**src/hdl/tpag_pkg.sv**
```systemverilog
`timescale 1ns / 1ps
// Shared constants, types and helpers for the tensor permute address generator.
// Depends on nothing; used by tensor_permute_address_gen, tpag_result_checker and the testbench top.
package tpag_pkg;

  localparam int MAX_ORDER    = 4;
  localparam int VALUE_W      = 32;
  localparam int INDEX_W      = 32;
  localparam int ORDER_W      = 3;
  localparam int SIZE_W       = 9;
  localparam int COORD_W      = 8;
  localparam int AXIS_W       = 2;
  localparam int PERM_W       = 8;
  localparam int STRIDE_W     = 25;
  localparam int CFG_IDX_W    = 3;
  localparam int CFG_DATA_W   = 9;
  localparam int SETTLE_W     = 3;

  // Cycles the derived stride registers need after reset or a register write.
  localparam logic [SETTLE_W-1:0] SETTLE_CYCLES = 3'd5;

  localparam logic [ORDER_W-1:0] ORDER_MAX   = 3'd4;
  localparam logic [SIZE_W-1:0]  SIZE_MAX    = 9'd256;
  localparam logic [PERM_W-1:0]  PERM_RESET  = 8'd27;

  typedef enum logic [CFG_IDX_W-1:0] {
    REG_TENSOR_ORDER = 3'd0,
    REG_AXIS_SIZE_0  = 3'd1,
    REG_AXIS_SIZE_1  = 3'd2,
    REG_AXIS_SIZE_2  = 3'd3,
    REG_AXIS_SIZE_3  = 3'd4,
    REG_AXIS_PERM    = 3'd5,
    REG_USE_GIVEN    = 3'd6
  } cfg_reg_t;

  typedef logic [SIZE_W-1:0]   size_t;
  typedef logic [COORD_W-1:0]  coord_t;
  typedef logic [AXIS_W-1:0]   axis_t;
  typedef logic [STRIDE_W-1:0] stride_t;

  // Clamp a raw axis size into 1..256.
  function automatic size_t eff_size(input size_t raw);
    size_t s;
    s = raw;
    if (raw == '0) begin
      s = 9'd1;
    end else if (raw > SIZE_MAX) begin
      s = SIZE_MAX;
    end
    return s;
  endfunction

endpackage

```
**src/hdl/tensor_permute_address_gen.sv**
```systemverilog
`timescale 1ns / 1ps
// Top level of the tensor axis-permutation address generator.
// Depends on tpag_pkg for constants, types and the size clamp helper.
//
// Usage: source tensor elements arrive in row-major order on the in_ stream
// (in_tdata carries the element value). For every accepted item one result
// item leaves on the out_ stream: out_tdata holds the destination row-major
// index in the transposed tensor and the value, out_tlast marks the final
// element of the tensor and out_tuser flags an invalid permutation (the index
// is then 0). Axis sizes, order and permutation are written through the cfg_
// port while the block is idle.
// An accepted item is registered in the first stage, then in the output
// register, where out_tvalid rises; throughput is one item per cycle while
// the receiver keeps up and the strides are not settling. The index is a
// sum of four coordinate-times-stride products: the products are registered
// in the first stage and summed in the second.
// Strides are derived from the configuration by a short register pipeline;
// after reset and after every register write, in_tready stays low while
// those registers settle.
// Reset clears the coordinate odometer, loads the default configuration and
// empties the pipeline. When the receiver stalls, the output register holds its
// item and the first stage fills; in_tready then drops until space frees up.
module tensor_permute_address_gen (
  input  logic        clk,
  input  logic        rst_n,
  // Input stream.
  input  logic        in_tvalid,
  output logic        in_tready,
  input  logic [31:0] in_tdata,   // [31:0] element_value
  // Result stream.
  output logic        out_tvalid,
  input  logic        out_tready,
  output logic [63:0] out_tdata,  // [31:0] dest_index, [63:32] out_value
  output logic        out_tlast,  // last_element
  output logic        out_tuser,  // perm_error
  // Configuration write port.
  input  logic        cfg_we,
  input  logic [2:0]  cfg_index,
  input  logic [8:0]  cfg_wdata
);

  localparam int N = tpag_pkg::MAX_ORDER;

  // Configuration registers, raw as written.
  logic [tpag_pkg::ORDER_W-1:0] order_cfg_r;
  tpag_pkg::size_t              size_cfg_r [N];
  logic [tpag_pkg::PERM_W-1:0]  perm_cfg_r;
  logic                         use_cfg_r;

  always_ff @(posedge clk) begin
    if (!rst_n) begin
      order_cfg_r <= '0;
      for (int k = 0; k < N; k++) begin
        size_cfg_r[k] <= 9'd1;
      end
      perm_cfg_r <= tpag_pkg::PERM_RESET;
      use_cfg_r  <= 1'b0;
    end else if (cfg_we) begin
      unique case (cfg_index)
        tpag_pkg::REG_TENSOR_ORDER: order_cfg_r   <= cfg_wdata[tpag_pkg::ORDER_W-1:0];
        tpag_pkg::REG_AXIS_SIZE_0:  size_cfg_r[0] <= cfg_wdata;
        tpag_pkg::REG_AXIS_SIZE_1:  size_cfg_r[1] <= cfg_wdata;
        tpag_pkg::REG_AXIS_SIZE_2:  size_cfg_r[2] <= cfg_wdata;
        tpag_pkg::REG_AXIS_SIZE_3:  size_cfg_r[3] <= cfg_wdata;
        tpag_pkg::REG_AXIS_PERM:    perm_cfg_r    <= cfg_wdata[tpag_pkg::PERM_W-1:0];
        tpag_pkg::REG_USE_GIVEN:    use_cfg_r     <= cfg_wdata[0];
        default: ;
      endcase
    end
  end

  // Settle counter: items are held off while the derived registers catch up.
  logic [tpag_pkg::SETTLE_W-1:0] settle_r;
  logic [tpag_pkg::SETTLE_W-1:0] settle_nxt;

  always_comb begin
    settle_nxt = settle_r;
    if (cfg_we) begin
      settle_nxt = tpag_pkg::SETTLE_CYCLES;
    end else if (settle_r != '0) begin
      settle_nxt = settle_r - 3'd1;
    end
  end

  always_ff @(posedge clk) begin
    if (!rst_n) begin
      settle_r <= tpag_pkg::SETTLE_CYCLES;
    end else begin
      settle_r <= settle_nxt;
    end
  end

  // Derived stage 1: effective order, sizes, permutation, its validity, and
  // the size of the source axis behind each result axis.
  logic [tpag_pkg::ORDER_W-1:0] ord_nxt, ord_r;
  tpag_pkg::size_t              sz_nxt [N];
  tpag_pkg::size_t              sz_r   [N];
  tpag_pkg::axis_t              prm_nxt [N];
  tpag_pkg::size_t              f_nxt  [N];
  tpag_pkg::size_t              f_r    [N];
  tpag_pkg::axis_t              prm_r  [N];
  logic                         err_nxt, err_r;

  always_comb begin
    logic [tpag_pkg::ORDER_W-1:0] rev;
    ord_nxt = (order_cfg_r > tpag_pkg::ORDER_MAX) ? tpag_pkg::ORDER_MAX : order_cfg_r;
    err_nxt = 1'b0;
    for (int k = 0; k < N; k++) begin
      sz_nxt[k] = tpag_pkg::eff_size(size_cfg_r[k]);
    end
    for (int i = 0; i < N; i++) begin
      rev = ord_nxt - 3'(i) - 3'd1;
      prm_nxt[i] = use_cfg_r ? perm_cfg_r[2*i +: 2] : rev[tpag_pkg::AXIS_W-1:0];
    end
    // A result axis in use must name a source axis in use, each only once.
    for (int i = 0; i < N; i++) begin
      if (3'(i) < ord_nxt && {1'b0, prm_nxt[i]} >= ord_nxt) begin
        err_nxt = 1'b1;
      end
      for (int j = i + 1; j < N; j++) begin
        if (3'(j) < ord_nxt && prm_nxt[i] == prm_nxt[j]) begin
          err_nxt = 1'b1;
        end
      end
    end
    for (int i = 0; i < N; i++) begin
      f_nxt[i] = (3'(i) < ord_nxt) ? sz_nxt[prm_nxt[i]] : 9'd1;
    end
  end

  always_ff @(posedge clk) begin
    ord_r <= ord_nxt;
    err_r <= err_nxt;
    for (int k = 0; k < N; k++) begin
      sz_r[k]  <= sz_nxt[k];
      f_r[k]   <= f_nxt[k];
      prm_r[k] <= prm_nxt[k];
    end
  end

  // Derived stages 2 and 3: suffix products give each result axis its stride.
  logic [17:0]           sr1_r;
  tpag_pkg::size_t       sr2_r;
  logic [26:0]           sr0_full;
  tpag_pkg::stride_t     sr0_r;
  tpag_pkg::stride_t     sr [N];

  assign sr0_full = 27'(sr1_r) * 27'(f_r[1]);

  always_ff @(posedge clk) begin
    sr2_r <= f_r[3];
    sr1_r <= 18'(f_r[3]) * 18'(f_r[2]);
    sr0_r <= sr0_full[tpag_pkg::STRIDE_W-1:0];
  end

  always_comb begin
    sr[3] = 25'd1;
    sr[2] = 25'(sr2_r);
    sr[1] = 25'(sr1_r);
    sr[0] = sr0_r;
  end

  // Derived stage 4: move each stride to the source axis that it belongs to.
  tpag_pkg::stride_t stride_nxt [N];
  tpag_pkg::stride_t stride_r   [N];

  always_comb begin
    for (int j = 0; j < N; j++) begin
      stride_nxt[j] = '0;
      for (int i = 0; i < N; i++) begin
        if (3'(i) < ord_r && prm_r[i] == 2'(j)) begin
          stride_nxt[j] = stride_nxt[j] | sr[i];
        end
      end
    end
  end

  always_ff @(posedge clk) begin
    for (int j = 0; j < N; j++) begin
      stride_r[j] <= stride_nxt[j];
    end
  end

  // Pipeline handshake.
  logic s1_v_r, s2_v_r;
  logic s2_ready, s1_move, s1_ready, in_acc;

  assign s2_ready  = !s2_v_r || out_tready;
  assign s1_move   = s1_v_r && s2_ready;
  assign s1_ready  = !s1_v_r || s1_move;
  assign in_tready = s1_ready && (settle_r == '0);
  assign in_acc    = in_tvalid && in_tready;

  always_ff @(posedge clk) begin
    if (!rst_n) begin
      s1_v_r <= 1'b0;
      s2_v_r <= 1'b0;
    end else begin
      if (s1_ready) begin
        s1_v_r <= in_acc;
      end
      if (s2_ready) begin
        s2_v_r <= s1_move;
      end
    end
  end

  // Source coordinate odometer, last axis fastest. An axis moves only when
  // every faster axis wraps; a coordinate at or past its size minus one wraps.
  tpag_pkg::coord_t coord_r   [N];
  tpag_pkg::coord_t coord_nxt [N];
  logic             last_nxt;

  always_comb begin
    logic             carry;
    logic [tpag_pkg::SIZE_W-1:0] inc;
    carry = 1'b1;
    for (int j = N - 1; j >= 0; j--) begin
      coord_nxt[j] = coord_r[j];
      inc = {1'b0, coord_r[j]} + 9'd1;
      if (3'(j) < ord_r) begin
        if (carry) begin
          coord_nxt[j] = (inc >= sz_r[j]) ? '0 : inc[tpag_pkg::COORD_W-1:0];
        end
        carry = carry && (inc >= sz_r[j]);
      end
    end
    last_nxt = carry;
  end

  always_ff @(posedge clk) begin
    if (!rst_n) begin
      for (int j = 0; j < N; j++) begin
        coord_r[j] <= '0;
      end
    end else if (in_acc) begin
      for (int j = 0; j < N; j++) begin
        coord_r[j] <= coord_nxt[j];
      end
    end
  end

  // Stage 1: one product per axis from the coordinates before the advance.
  logic [tpag_pkg::INDEX_W-1:0] s1_prod_r [N];
  logic [tpag_pkg::VALUE_W-1:0] s1_value_r;
  logic                         s1_last_r, s1_err_r;

  always_ff @(posedge clk) begin
    if (in_acc) begin
      for (int j = 0; j < N; j++) begin
        s1_prod_r[j] <= 32'(coord_r[j]) * 32'(stride_r[j]);
      end
      s1_value_r <= in_tdata;
      s1_last_r  <= last_nxt;
      s1_err_r   <= err_r;
    end
  end

  // Stage 2: sum into the output register. The sum wraps modulo 2^32.
  logic [tpag_pkg::INDEX_W-1:0] idx_sum;
  logic [tpag_pkg::INDEX_W-1:0] out_index_r;
  logic [tpag_pkg::VALUE_W-1:0] out_value_r;
  logic                         out_last_r, out_err_r;

  assign idx_sum = s1_prod_r[0] + s1_prod_r[1] + s1_prod_r[2] + s1_prod_r[3];

  always_ff @(posedge clk) begin
    if (s1_move) begin
      out_index_r <= s1_err_r ? '0 : idx_sum;
      out_value_r <= s1_value_r;
      out_last_r  <= s1_last_r;
      out_err_r   <= s1_err_r;
    end
  end

  assign out_tvalid = s2_v_r;
  assign out_tdata  = {out_value_r, out_index_r};
  assign out_tlast  = out_last_r;
  assign out_tuser  = out_err_r;

endmodule

```
**config.mk**
```make
export PLATFORM = sky130hd
export DESIGN_NAME = tensor_permute_address_gen
export DESIGN_NICKNAME = d
export VERILOG_FILES = /design/src/hdl/tpag_pkg.sv /design/src/hdl/tensor_permute_address_gen.sv
export SDC_FILE = /design/constraint.sdc
export NUM_CORES = 2
export LEC_CHECK = 0
export ABC_CLOCK_PERIOD_IN_PS = 4700
export BUFFER_PORTS_ARGS = -buffer_cell sky130_fd_sc_hd__buf_2
export CORE_ASPECT_RATIO = 1.2
export CORE_UTILIZATION = 60
export CTS_BUF_LIST = sky130_fd_sc_hd__clkbuf_8
export CTS_CLUSTER_SIZE = 10
export DETAILED_ROUTE_END_ITERATION = 10
export GPL_TIMING_DRIVEN = 0
export PLACE_DENSITY = 0.88
export SLEW_MARGIN = 20
export SYNTH_ARGS = -nofsm -noshare
export SYNTH_HDL_FRONTEND = slang
export SYNTH_SLANG_ARGS = --single-unit
```
**constraint.sdc**
```tcl
create_clock -name clk -period 4.7 [get_ports clk]
set_input_delay 0.235 -clock clk [delete_from_list [all_inputs] [get_ports clk]]
set_output_delay 0.235 -clock clk [all_outputs]
set_load 0.03 [all_outputs]
```
; ---- Word-level counts from Yosys, hierarchy flattened
; Memories as Yosys holds them, arrays and structs flattened.
; Index checks and enable logic that the tools add are counted.
; W data, S select, Z words.
[op_classes]
addsub = 14
mul = 6
order_cmp = 25
n_eq_ne = 24
mux = 90
bitwise_logic = 21
n_reduce_logical = 52
[op_table]
columns = operator, count
row1 = $mux W25, 12
row2 = $mux W9, 24
row3 = $mul A8 B25 Y32, 4
row4 = $mux W8, 15
row5 = $or A25 B18 Y25, 4
row6 = $or A25 B9 Y25, 4
row7 = $add A32 B32 Y32, 3
row8 = $bmux W9 S2, 4
row9 = $add A8 B1 Y9 const B, 4
row10 = $ge A9 B9 Y1, 4
row11 = $gt A9 B9 Y1 const B, 4
row12 = $logic_not A9 Y1, 4
row13 = $logic_and A1 B1 Y1, 32
row14 = $mux W1, 30
row15 = $mul A18 B9 Y25, 1
row16 = $mul A9 B9 Y18, 1
row17 = $eq A2 B2 Y1 const B, 8
row18 = $eq A2 B2 Y1, 6
row19 = $ge A2 B3 Y1, 4
row20 = $ge A3 B3 Y1 const B, 4
row21 = $lt A1 B3 Y1 const A, 4
row22 = $lt A2 B3 Y1 const A, 4
row23 = $not A2 Y3, 4
row24 = $eq A3 B3 Y1 const B, 3
row25 = other kinds (19), 45
[totals]
register_bits = 173
ramBits = 376
output_inout_bits = 68
word_cells = 257
mem_count = 7
[mem_list]
columns = memory, depth, width, rd, rd_clocked_by_memory_dff, wr, line_no
row1 = s1_prod_r, 4, 32, 4, 0, 4, tensor_permute_address_gen.sv:244  ; logic [tpag_pkg::INDEX_W-1:0] s1_prod_r [N];
row2 = stride_r, 4, 25, 4, 0, 4, tensor_permute_address_gen.sv:165  ; tpag_pkg::stride_t stride_r [N];
row3 = f_r, 4, 9, 3, 0, 4, tensor_permute_address_gen.sv:100  ; tpag_pkg::size_t f_r [N];
row4 = size_cfg_r, 4, 9, 4, 0, 4, tensor_permute_address_gen.sv:46  ; tpag_pkg::size_t size_cfg_r [N];
row5 = sz_r, 4, 9, 4, 0, 4, tensor_permute_address_gen.sv:97  ; tpag_pkg::size_t sz_r [N];
row6 = coord_r, 4, 8, 4, 0, 4, tensor_permute_address_gen.sv:210  ; tpag_pkg::coord_t coord_r [N];
row7 = 1 more memories, --, --, --, --, --, --

; ---- Longest topological paths before layout
; An unclocked memory read counts as a cell.
[depth]
ltp_word = 11
depth_mapped = 20

; ---- Worst setup path after synthesis
; Ideal clock, no wire load.
[synth_path]
path_type = register to register
start = register settle_r[0] (netlist name)
end = memory coord_r[0][2] (netlist name) (data pin)
setup_ps = 140
arrival_ps = 5589
required_ps = 4560
slack_ps = -1030
path_stages_with_launch = 11
cell_sequence = dfxtp_1 -> inv_1 -> ha_1 -> nand2b_1 -> a21oi_1 -> nand2_1 -> inv_1 -> nand2_1 -> or2_2 -> clkbuf_1 -> nor2b_1
[synth_rtl]
columns = element, line_no
row1 = from (decl), tensor_permute_address_gen.sv:73  ; logic [tpag_pkg::SETTLE_W-1:0] settle_r;
row2 = from (signal assigned), tensor_permute_address_gen.sv:87  ; settle_r <= tpag_pkg::SETTLE_CYCLES;
row3 = from (signal assigned), tensor_permute_address_gen.sv:89  ; settle_r <= settle_nxt;
row4 = to (decl), tensor_permute_address_gen.sv:210

==> flow_summary.yaml <==
critical_path:
  crit_path_end_kind: "flop"
  path_max_fanout: 5
  setup.worst_path.class: "flop to flop"
  critPathMaxStageDelay_ns: 0.55
  worstPathRequired_ns: 5.23
  cp_slowest_cell: "edfxtp_1"
  cp.arrival_ns: 5.94
  critPathMostFrequentCell: "fa_1"
  critPathBufInv: 4
  startpoint_type: "flop"
  cp.depth: 17
  cp_top_family: "adder cells"
  r2r_cells: 17
  crit_chain: "buf_6 > buf_6 > and2_4 > fa_1 > fa_1 > fa_1 > inv_1 > fa_1 > inv_2 > ha_4 > nand3_4 > nor3_4 > o31ai_4 > a211o_4 > a21oi_2 > o21ai_2 > a211oi_2"
power:
  power_frac_seq_pct: 47.4
  power.leakage_nw: 30.54
  p_int_w: 0.008044
  ir_drop_mv: 0.2392
  p_sw_share_pct: 25.22
  p_sw_w: 0.002713
  pwr-share-clk_pct: 45.7
  power.density_nw_per_um2: 166.9
  pwr-share-comb_pct: 6.9
synthesis:
  ys_warn_count: 0
  synth.cell_area_um2: 54170
  synth_cell_types: 90
  seq_area_frac_synth_pct: 25.42
  syn_nets: 6575
  synthTopCellsByArea: "fa_1 (29%), edfxtp_1 (16%), and2_1 (9.4%)"
  yosys_register_bits: 540
  synth_edf_count: 296
  yosysTopAreaCellShare_pct: 28.53
  syn_avg_cell_area_um2: 10.05
  yosys.area.top_type: "fa_1"
  synth_cells: 5392
  synth_ff_type: "edfxtp_1"
  synth-async-reset-ratio_pct: 0
clocking:
  cts_tree: "done"
  root_buffer: "clkbuf_8"
  clk-insertion-delay-late_ns: 0.77
  cts_sinks: 540
  clk_path_buf_depth: 3
  path_clk_slew_ns: 0.07
  ctsHtreeMaxLevel: 3
  numCtsBuffers: 88
global_routing:
  grt_max_degree: 37
  gr-usage-all-layers_pct: 35.05
  grt_pass1_wl_um: 246300
  overflow: 0
  grt_pass1_vias: 44851
  antenna_found_initial: 11
worst_hold_path:
  min_path_type: "primary input to flop"
  hold_path_depth: 2
finish:
  final_cell_mix: "inv_1 (811), and2_1 (776), fa_1 (737)"
  drive_above_1_share_pct: 19.17
  num-nets-final: 7016
  final_util_pct: 72.14
  fin_area_um2: 64450
  area_delta_synth_final_pct: 18.96
  fillers: 5328
  final_common_cell: "inv_1"
timing:
  setup_viol: 77
  fmaxAchievable_ghz: 0.1850
  slew_viol_final: 0
  fin_ws_ns: -0.7055
  post-route-min-period_ns: 5.406
  worst_pin_slew_ns: 1.174
  slew_headroom_pct: 21.57
  rsz0062_at_grt: "true"
  hold_viol: 0
  timing.final.crit_share_pct: 115.0
  setup_tns_ns: -21.57
  clock_skew_ns: 0.06458
floorplanning:
  die_w_um: 276.3
  io_pins: 117
  start_util_pct: 60.64
  coreArea_um2: 89340
  die_area_um2: 91500
  rows: 120
  chipHeight_um: 331.2
route:
  drt_iter0_markers: 4594
  via_per_inst: 6.199
  ant_nets: 0
  routed_wl_um: 173400
  remaining_drc_errors: 1
  wl_per_cell_um: 24.51
  drt_first_pass_iters: 11
  num_vias: 43843
place:
  place_congestion: 0.9915
  hpwl_um: 116200
  placed_area_um2: 56430
  portBuffers: 116
run_status:
  status: "finished with violations"
  violations: "design-rule violations, negative setup slack"
flow_run:
  drv_cap: 0
==> layout make-up <==
type / count / area, um^2 / area share, %
clock buffers: 101 / 1390 / 2.157
diodes: 8 / 20.02 / 0.03106
well taps: 1159 / 1450 / 2.250
flip-flops and latches: 540 / 13850 / 21.50
inverters: 835 / 3143 / 4.877
clock inverters: 62 / 713.2 / 1.107
multi-input cells: 3806 / 39310 / 60.99
plain buffers: 155 / 1329 / 2.062
repair buffers: 407 / 3239 / 5.026
==> layer usage <==
metal	part of all wire, %	up-vias	track usage (%)
met5	0.025	-	0
met4	10	8	25.97
met3	11	1149	9.475
met2	46	3312	59.28
met1	33	21166	38.08
li1	-	18208	-
==> final timing paths <==
check	startpoint	to	slack (ns)
worst max-delay path	coord_r[3][6]	s1_prod_r[3][25]	-0.71
worst min-delay path	in_tdata[21]	s1_value_r[21]	0.20
worst max register to register	coord_r[3][6]	s1_prod_r[3][25]	-0.71
worst min register to register	s1_value_r[16]	out_value_r[16]	0.39
==> flip-flops by register name, indices dropped and copies added, names as in the netlist, 3 cells and up <==
signal	count
perm_cfg_r	8
sr1_r	18
prm_r	8
s1_value_r	32
stride_r	100
settle_r	3
f_r	27
order_cfg_r	3
out_index_r	32
sr2_r	9
sz_r	36
s1_prod_r	128
coord_r	32
size_cfg_r	36
sr0_r	25
out_value_r	32
ord_r	3
==> synthesized netlist by cell type, types with 7 or more instances <==
master,instances
fa_1,772
mux2i_1,9
a21o_1,81
or2_2,10
nor4_1,14
nor2_1,172
o31a_1,7
ha_1,362
xnor2_1,132
nand2b_1,33
edfxtp_1,296
buf_2,8
nor2b_1,86
nand3_1,47
a31oi_1,17
a211oi_1,21
nor3_1,47
a22o_1,36
xor2_1,61
nand2_1,458
o211ai_1,21
mux4_2,24
a21oi_1,187
o21ai_0,97
and2_1,813
a211o_1,9
dfxtp_1,244
a222oi_1,34
nand4_1,23
and3_1,30
a2111oi_0,7
o31ai_1,11
o21bai_1,14
o21a_1,41
inv_1,835
clkbuf_1,195
==> power groups by stage <==
| stage | clock network, W | logic, W | registers (W) |
|---|---|---|---|
| floorplan | 0 | 0.000363 | 0.00516 |
| global placement | 0 | 0.000545 | 0.00518 |
| detailed placement | 0 | 0.000565 | 0.00518 |
| CTS | 0.00489 | 0.000667 | 0.00510 |
| global route | 0.00513 | 0.000785 | 0.00510 |
| finish | 0.00492 | 0.000740 | 0.00510 |
==> metrics by stage <==
stage | hold WS (ns) | power, W | cells | worst slack (ns)
after floorplan | 0.3181 | 0.005523 | 5392 | 0.0008096
after global placement | 0.3389 | 0.005726 | 6667 | -1.352
after detailed placement | 0.3513 | 0.005749 | 6675 | -1.385
after CTS | 0.1773 | 0.01066 | 6977 | -0.2899
after global routing | 0.1866 | 0.01102 | 7068 | -0.7937
final | 0.2038 | 0.01076 | 7073 | -0.7055
==> cells by family after synthesis <==
family,count (synthesis),synth area share (%)
flip-flops,540,25.42
AND/OR/NAND/NOR,1766,17.38
AO/OA/AOI/OAI,671,8.543
adder cells (fa/ha/maj),1134,36.89
buffers and inverters,1046,7.275
XOR/XNOR,193,3.120
multiplexers,42,1.363
==> what timing repair did <==
action,4_1_cts,5_1_grt
hold endpoints to repair,85,0
cloned,1,6
pin swaps,162,239
hold buffers,50,0
gates resized for setup,539,396
endpoints found under the setup margin,113,94
setup buffers,132,100
No activity file was read; power rests on OpenSTA's default activity.
